<file path="config.mk">
export PLATFORM = sky130hd
export DESIGN_NAME = gb7_kernel
export DESIGN_NICKNAME = d
export VERILOG_FILES = /design/src/rtl/gb7_pkg.sv /design/src/rtl/gb7_kernel.sv
export SDC_FILE = /design/constraint.sdc
export NUM_CORES = 2
export LEC_CHECK = 0
export ABC_AREA = 1
export BUFFER_PORTS_ARGS = -buffer_cell sky130_fd_sc_hd__buf_2
export CAP_MARGIN = 20
export CORE_ASPECT_RATIO = 0.8
export CORE_MARGIN = 5
export CORE_UTILIZATION = 62
export DETAILED_ROUTE_END_ITERATION = 12
export HOLD_SLACK_MARGIN = 0.08
export PLACE_DENSITY_LB_ADDON = 0.08
export REMOVE_ABC_BUFFERS = 1
export SYNTH_ARGS = -nofsm -noshare
export SYNTH_HDL_FRONTEND = slang
export SYNTH_SLANG_ARGS = --single-unit
export TNS_END_PERCENT = 5
</file>
<file path="constraint.sdc">
create_clock -name clk -period 6.5 [get_ports clk]
set_clock_uncertainty 0.2 [all_clocks]
set_input_delay 0.65 -clock clk [delete_from_list [all_inputs] [get_ports clk]]
set_output_delay 0.65 -clock clk [all_outputs]
set_load 0.01 [all_outputs]
</file>
<file path="src/rtl/gb7_pkg.sv">
package gb7_pkg;

  // Default sizes and kernel geometry
  localparam int MAX_WIDTH_DEF   = 1024;
  localparam int WEIGHT_FRAC_DEF = 16;
  localparam int KSIZE           = 7;
  localparam int KHALF           = 3;
  localparam int STORE_LINES     = 6;
  localparam int PIX_W           = 8;
  localparam int COUNT_W         = 10;
  localparam int SIZE_W          = 11;
  localparam int COUNT_LIMIT     = 1024;
  localparam int RESET_WIDTH     = 640;
  localparam int RESET_HEIGHT    = 480;

  // Pixels that share one weight are summed before the multiply
  localparam int NUM_GROUPS  = 10;
  localparam int GROUP_SUM_W = 11;

  // Result buffer
  localparam int OUT_DEPTH = 8;
  localparam int OUT_PTR_W = 3;

  typedef logic [PIX_W-1:0] pix_t;
  typedef pix_t [KSIZE-1:0][KSIZE-1:0] window_t;

  typedef struct packed {
    logic [COUNT_W-1:0] row;
    logic [COUNT_W-1:0] column;
    logic               last;
  } pos_t;

  typedef logic [0:0] cfg_index_t;
  localparam cfg_index_t REG_IMAGE_WIDTH  = 1'b0;
  localparam cfg_index_t REG_IMAGE_HEIGHT = 1'b1;

  // Weights in millionths, ordered by (lo, hi) offset pair:
  // (0,0) (0,1) (0,2) (0,3) (1,1) (1,2) (1,3) (2,2) (2,3) (3,3)
  localparam int GROUP_MILLIONTHS [NUM_GROUPS] = '{
    146768, 92651, 23226, 2291, 58488, 14662, 1446, 3676, 363, 36
  };

  function automatic int offset_of(int i);
    return (i >= KHALF) ? i - KHALF : KHALF - i;
  endfunction

  function automatic int group_of(int k, int l);
    int a;
    int b;
    int lo;
    int hi;
    int grp;
    a  = offset_of(k);
    b  = offset_of(l);
    lo = (a < b) ? a : b;
    hi = (a < b) ? b : a;
    case (lo * 4 + hi)
      0:       grp = 0;
      1:       grp = 1;
      2:       grp = 2;
      3:       grp = 3;
      5:       grp = 4;
      6:       grp = 5;
      7:       grp = 6;
      10:      grp = 7;
      11:      grp = 8;
      15:      grp = 9;
      default: grp = 0;
    endcase
    return grp;
  endfunction

  // Round half up to frac fractional bits
  function automatic longint fixed_weight(int g, int frac);
    longint scaled;
    scaled = longint'(GROUP_MILLIONTHS[g]) << frac;
    return (scaled + 64'sd500000) / 64'sd1000000;
  endfunction

endpackage

</file>
<file path="src/rtl/gb7_kernel.sv">
module gb7_kernel #(
  parameter int WEIGHT_FRAC_BITS = gb7_pkg::WEIGHT_FRAC_DEF
) (
  input  logic                  clk,
  input  logic                  rst,
  input  logic                  in_valid,
  input  gb7_pkg::window_t      window,
  input  gb7_pkg::pos_t         in_pos,
  output logic                  out_valid,
  output logic [7:0]            out_value,
  output gb7_pkg::pos_t         out_pos
);
  import gb7_pkg::*;

  localparam int WW   = WEIGHT_FRAC_BITS - 1;
  localparam int PW   = GROUP_SUM_W + WW;
  localparam int HALF = NUM_GROUPS / 2;

  logic [GROUP_SUM_W-1:0] gsum_c [NUM_GROUPS];
  logic [GROUP_SUM_W-1:0] gsum_q [NUM_GROUPS];
  logic [PW-1:0]          prod_q [NUM_GROUPS];
  logic [PW-1:0]          half_c [2];
  logic [PW-1:0]          half_q [2];
  logic [PW-1:0]          total_q;
  logic                   v1, v2, v3, v4;
  pos_t                   p1, p2, p3, p4;

  // Sum the pixels that share a weight
  always_comb begin
    for (int g = 0; g < NUM_GROUPS; g++) begin
      gsum_c[g] = '0;
      for (int k = 0; k < KSIZE; k++) begin
        for (int l = 0; l < KSIZE; l++) begin
          if (group_of(k, l) == g) begin
            gsum_c[g] = gsum_c[g] + GROUP_SUM_W'(window[k][l]);
          end
        end
      end
    end
  end

  always_ff @(posedge clk) begin
    if (in_valid) begin
      gsum_q <= gsum_c;
      p1     <= in_pos;
    end
  end

  for (genvar g = 0; g < NUM_GROUPS; g++) begin : g_prod
    localparam logic [WW-1:0] WEIGHT = WW'(fixed_weight(g, WEIGHT_FRAC_BITS));
    always_ff @(posedge clk) begin
      if (v1) begin
        prod_q[g] <= PW'(gsum_q[g]) * PW'(WEIGHT);
      end
    end
  end

  always_comb begin
    for (int h = 0; h < 2; h++) begin
      half_c[h] = '0;
      for (int i = 0; i < HALF; i++) begin
        half_c[h] = half_c[h] + prod_q[h * HALF + i];
      end
    end
  end

  always_ff @(posedge clk) begin
    if (v1) begin
      p2 <= p1;
    end
    if (v2) begin
      half_q <= half_c;
      p3     <= p2;
    end
    if (v3) begin
      total_q <= half_q[0] + half_q[1];
      p4      <= p3;
    end
  end

  always_ff @(posedge clk) begin
    if (rst) begin
      v1 <= 1'b0;
      v2 <= 1'b0;
      v3 <= 1'b0;
      v4 <= 1'b0;
    end else begin
      v1 <= in_valid;
      v2 <= v1;
      v3 <= v2;
      v4 <= v3;
    end
  end

  // Drop the fraction, saturate at 255
  assign out_value = (total_q[PW-1:WEIGHT_FRAC_BITS+8] != '0) ? 8'hFF :
                     total_q[WEIGHT_FRAC_BITS+7:WEIGHT_FRAC_BITS];
  assign out_valid = v4;
  assign out_pos   = p4;

endmodule

</file>
; ---- Word-level counts from Yosys, hierarchy flattened
; Memories as Yosys holds them, arrays and structs flattened.
; Index checks and enable logic that the tools add are counted.
[op_classes]
n_addsub = 48
mul = 9
muxes = 3
reduce_logical = 1
[op_table]
columns = op, n
row1 = $add 26x26->26, 9
row2 = $add 11x8->11, 17
row3 = $add 8x8->9, 9
row4 = $add 9x8->10, 7
row5 = $add 10x8->11, 6
row6 = $mul 11x10->21 const B, 3
row7 = $mul 11x7->18 const B, 2
row8 = $mul 11x12->23 const B, 1
row9 = $mul 8x14->22 const B, 1
row10 = $mul 11x8->19 const B, 1
row11 = $mul 11x2->13 const B, 1
row12 = $mux 8, 1
row13 = $mux 1, 2
row14 = $reduce_bool 2->1, 1
[totals]
reg_bits = 273
mem_bits_rw = 240
input_bits = 416
output_inout_bits = 30
wordCells = 91
mem_count = 1
[memory_table]
columns = memory, depth, word_bits, read_ports, rd_ports_with_merged_regs, write_ports, line_no
row1 = prod_q, 10, 24, 10, 0, 10, gb7_kernel.sv:21  ; logic [PW-1:0] prod_q [NUM_GROUPS];

; ---- Logic depth before layout (Yosys ltp)
[logic_depth]
depth_word = 7
depth_mapped = 23
depth_no_buf = 23

; ---- Worst setup path before layout
; OpenSTA, ideal clock, no wires.
[synth_path]
path_kind = register to register
startpoint = reg v1
endpoint = reg p2[0] in the netlist's numbering (enable)
setup_ns = 0.589
arrival_time_ns = 4.847
required_time_ns = 5.711
setup_slack_ns = 0.864
path_stages_with_launch = 1
synth_period_minus_slack_ns = 5.636
cell_sequence = dfxtp_1
[synth_lines]
columns = item, line_no
row1 = start: declaration, gb7_kernel.sv:25  ; logic v1, v2, v3, v4;
row2 = start signal: assignment, gb7_kernel.sv:88  ; v1 <= in_valid;
row3 = end signal: assignment, gb7_kernel.sv:69  ; p2 <= p1;
row4 = end: declaration, gb7_kernel.sv:26  ; pos_t p1, p2, p3, p4;
; No word-level cell between the ends.

==> results.yml <==
run_status:
  status: "completed"
global_route:
  grt_pass1_wl_um: 168000
  grt_pass1_vias: 33800
  grt_max_degree: 72
  grt-busiest-layer: "met2"
  antenna_found_initial: 0
  grt_util_met3: 0.0355
  met1_usage: 0.387
  overflow: 0
  track_usage: 0.253
  met2_usage: 0.395
floorplanning:
  die_w_um: 317
  die_h_um: 256
  ios: 446
  die_area_mm2: 0.0812
  initial_utilization: 0.623
  num_rows: 90
  core_area_mm2: 0.0752
place:
  port_buffers: 445
  dp_hpwl_um: 85700
  placed_cell_area_mm2: 0.0504
  gp_congestion: 0.938
hold_path:
  min_path_type: "input pin to flop"
cells_and_area:
  drive_gt1_frac: 0.101
  nets: 7089
  synthToLayoutAreaGrowth_pct: 12.0
  antenna_cells: 0
  n_fill_cell: 6067
  fin_area_mm2: 0.0525
  finish.utilization: 0.698
route:
  viasPerCell: 5.13
  final_antenna_net_count: 0
  drc_errors: 0
  vias: 33500
  wl_um: 101000
  drt_iter0_drc: 2271
  wl_per_cell_um: 15.5
  firstDrtPassIters: 6
yosys:
  yosysTopAreaCellShare: 0.279
  ys_top_cells_by_area: "edfxtp_1 (28%), fa_1 (22%), ha_1 (18%), inv_1 (9.2%), nand2_1 (7.6%)"
  synth_area_mm2: 0.0469
  yosysTopAreaCell: "edfxtp_1"
  yosysWarnings: 0
  ys_seq_area_frac: 0.280
  async_flop_share: 0
  synth_ff_type: "edfxtp_1"
  synthesis.instances: 4939
  syn_avg_cell_area_um2: 9.49
  ys_seq_elements: 439
  yosysUniqueCellTypes: 41
  synth_edf_count: 435
setup_path:
  crit_fanout: 7
  crit_path_start_kind: "flop"
  arrival_ps: 5230
  worstSetupPathType: "flop to flop"
  end_kind: "flop"
  required_ps: 6660
sta:
  worst_slew_pin_slew_ps: 1010
  fmax_mhz: 197
  setup_violations: 0
  slew_violations: 0
  post-route-period-util: 0.779
  slew_headroom: 0.330
  hold_violations: 0
  post-route-min-period_ps: 5070
  rsz0062_at_grt: "no"
  fin_setup_tns_ps: 0
clock_network:
  cts.path.max_buffers: 3
  cts_resized: 0
  cts-htree-levels: 2
  cts-root-buf: "clkbuf_16"
  insertion_delay_ps: 610
  cts_num_sinks: 439
  cts_made_buffers: 52
  cts.reportedPaths.clkPinSlew_ps: 60
  tritoncts: "done"
  cts_setup_buffers: 0
flow_run:
  drv_cap: 0
-- layout by cell type (no fill, tap or decap), types with 23 or more instances in the layout --
cell type | Yosys | final
inv_1 | 1150 | 1150
a21oi_1 | 253 | 253
nor2_1 | 213 | 213
fa_1 | 517 | 517
xor2_1 | 167 | 167
nand3_1 | 232 | 232
nor3_1 | 23 | 23
a21o_1 | 23 | 23
nand2_1 | 943 | 943
dlygate4sd3_1 | 0 | 30
xnor2_1 | 52 | 52
ha_1 | 686 | 686
edfxtp_1 | 435 | 435
buf_2 | 1 | 444
clkbuf_16 | 0 | 53
nand4_1 | 52 | 52
o21ai_0 | 71 | 71
-- sequential cells by signal, summed over array words and instances, names as in the netlist --
register	cells
gsum_q	105
half_q	49
out_pos	21
out_valid	1
p1	21
p2	21
p3	21
prod_q	187
total_q	10
v1	1
v2	1
v3	1
-- synthesized netlist by cell type, types with 2 or more instances --
| master | count |
|---|---|
| o21bai_1 | 22 |
| nor2_1 | 213 |
| a21o_1 | 23 |
| a31oi_1 | 22 |
| o21a_1 | 2 |
| or2_2 | 3 |
| xor2_1 | 167 |
| nor2_2 | 3 |
| a21oi_1 | 253 |
| or2_0 | 2 |
| fa_1 | 517 |
| o21ai_0 | 71 |
| nor3_1 | 23 |
| edfxtp_1 | 435 |
| o31ai_1 | 2 |
| nand3b_1 | 11 |
| nand4_1 | 52 |
| o21ai_1 | 4 |
| inv_1 | 1150 |
| and2_1 | 6 |
| o22ai_1 | 2 |
| nand2_1 | 943 |
| nand3_1 | 232 |
| nand2_2 | 3 |
| o21ai_2 | 5 |
| a21boi_0 | 2 |
| dfxtp_1 | 4 |
| ha_1 | 686 |
| nor4_1 | 9 |
| o311ai_0 | 3 |
| o211ai_1 | 8 |
| xnor2_1 | 52 |
-- through the flow --
stage | worst slack, ps | std cells | hold slack, ps
after global placement | 881 | 6398 | 201
after global routing | 1110 | 6525 | 125
after floorplan | 864 | 4937 | 200
after CTS | 1410 | 6525 | 94.3
after detailed placement | 783 | 6398 | 205
final | 1430 | 6525 | 144
-- worst paths after layout --
kind                        end   startpoint  slack (ps)  cells after the start
setup / recovery  prod_q[1][18]   gsum_q[92]        1430                     17
hold / removal        gsum_q[0]  window[384]         140                      2
setup reg to reg  prod_q[1][18]   gsum_q[92]        1430                     17
hold reg to reg      out_pos[9]        p3[9]         210                      0
-- per-layer routing --
metal / share of wire / vias up / wire length (um)
li1: - / 16900 / -
met1: 0.48 / 15700 / 48100
met2: 0.44 / 872 / 44900
met3: 0.064 / 100 / 6470
met4: 0.015 / 0 / 1540
met5: 0 / - / 0
-- critical path, stage by stage, from the launching register on --
cell and delay (ps):
edfxtp_1 580, inv_1 170, fa_1 530, fa_1 500, inv_1 60, fa_1 500, fa_1 540, inv_1 60
fa_1 520, inv_1 50, ha_1 340, nand2_1 130, nor2_1 160, nand3_1 100, nand3_1 150, nand2_1 90
nand3_1 70, nand2_1 60
-- final cells by class --
| class | instances | area, um2 | share of cell area |
|---|---|---|---|
| sequential | 439 | 13200 | 0.250 |
| tap | 1012 | 1270 | 0.0241 |
| clock buffer | 59 | 1350 | 0.0257 |
| multi-input combinational | 3348 | 29400 | 0.560 |
| clock inverter | 38 | 462 | 0.00879 |
| timing repair buffer | 479 | 2560 | 0.0488 |
| inverter | 1150 | 4320 | 0.0822 |
-- what timing repair did --
item | in CTS | in global routing
endpoints found under the setup margin | 0 | 0
hold buffers | 30 | 0
endpoints found under the hold margin | 33 | 0
-- cells by family after synthesis --
kind of cell | synth area share
AND/OR/NAND/NOR | 0.133
AO/OA/AOI/OAI | 0.0497
flip-flops | 0.280
XOR/XNOR | 0.0409
buffers and inverters | 0.0923
adder cells (fa/ha/maj) | 0.404
Power is not shown: default switching activity piles up to over one toggle a cycle in this logic, so the estimate is an artifact.
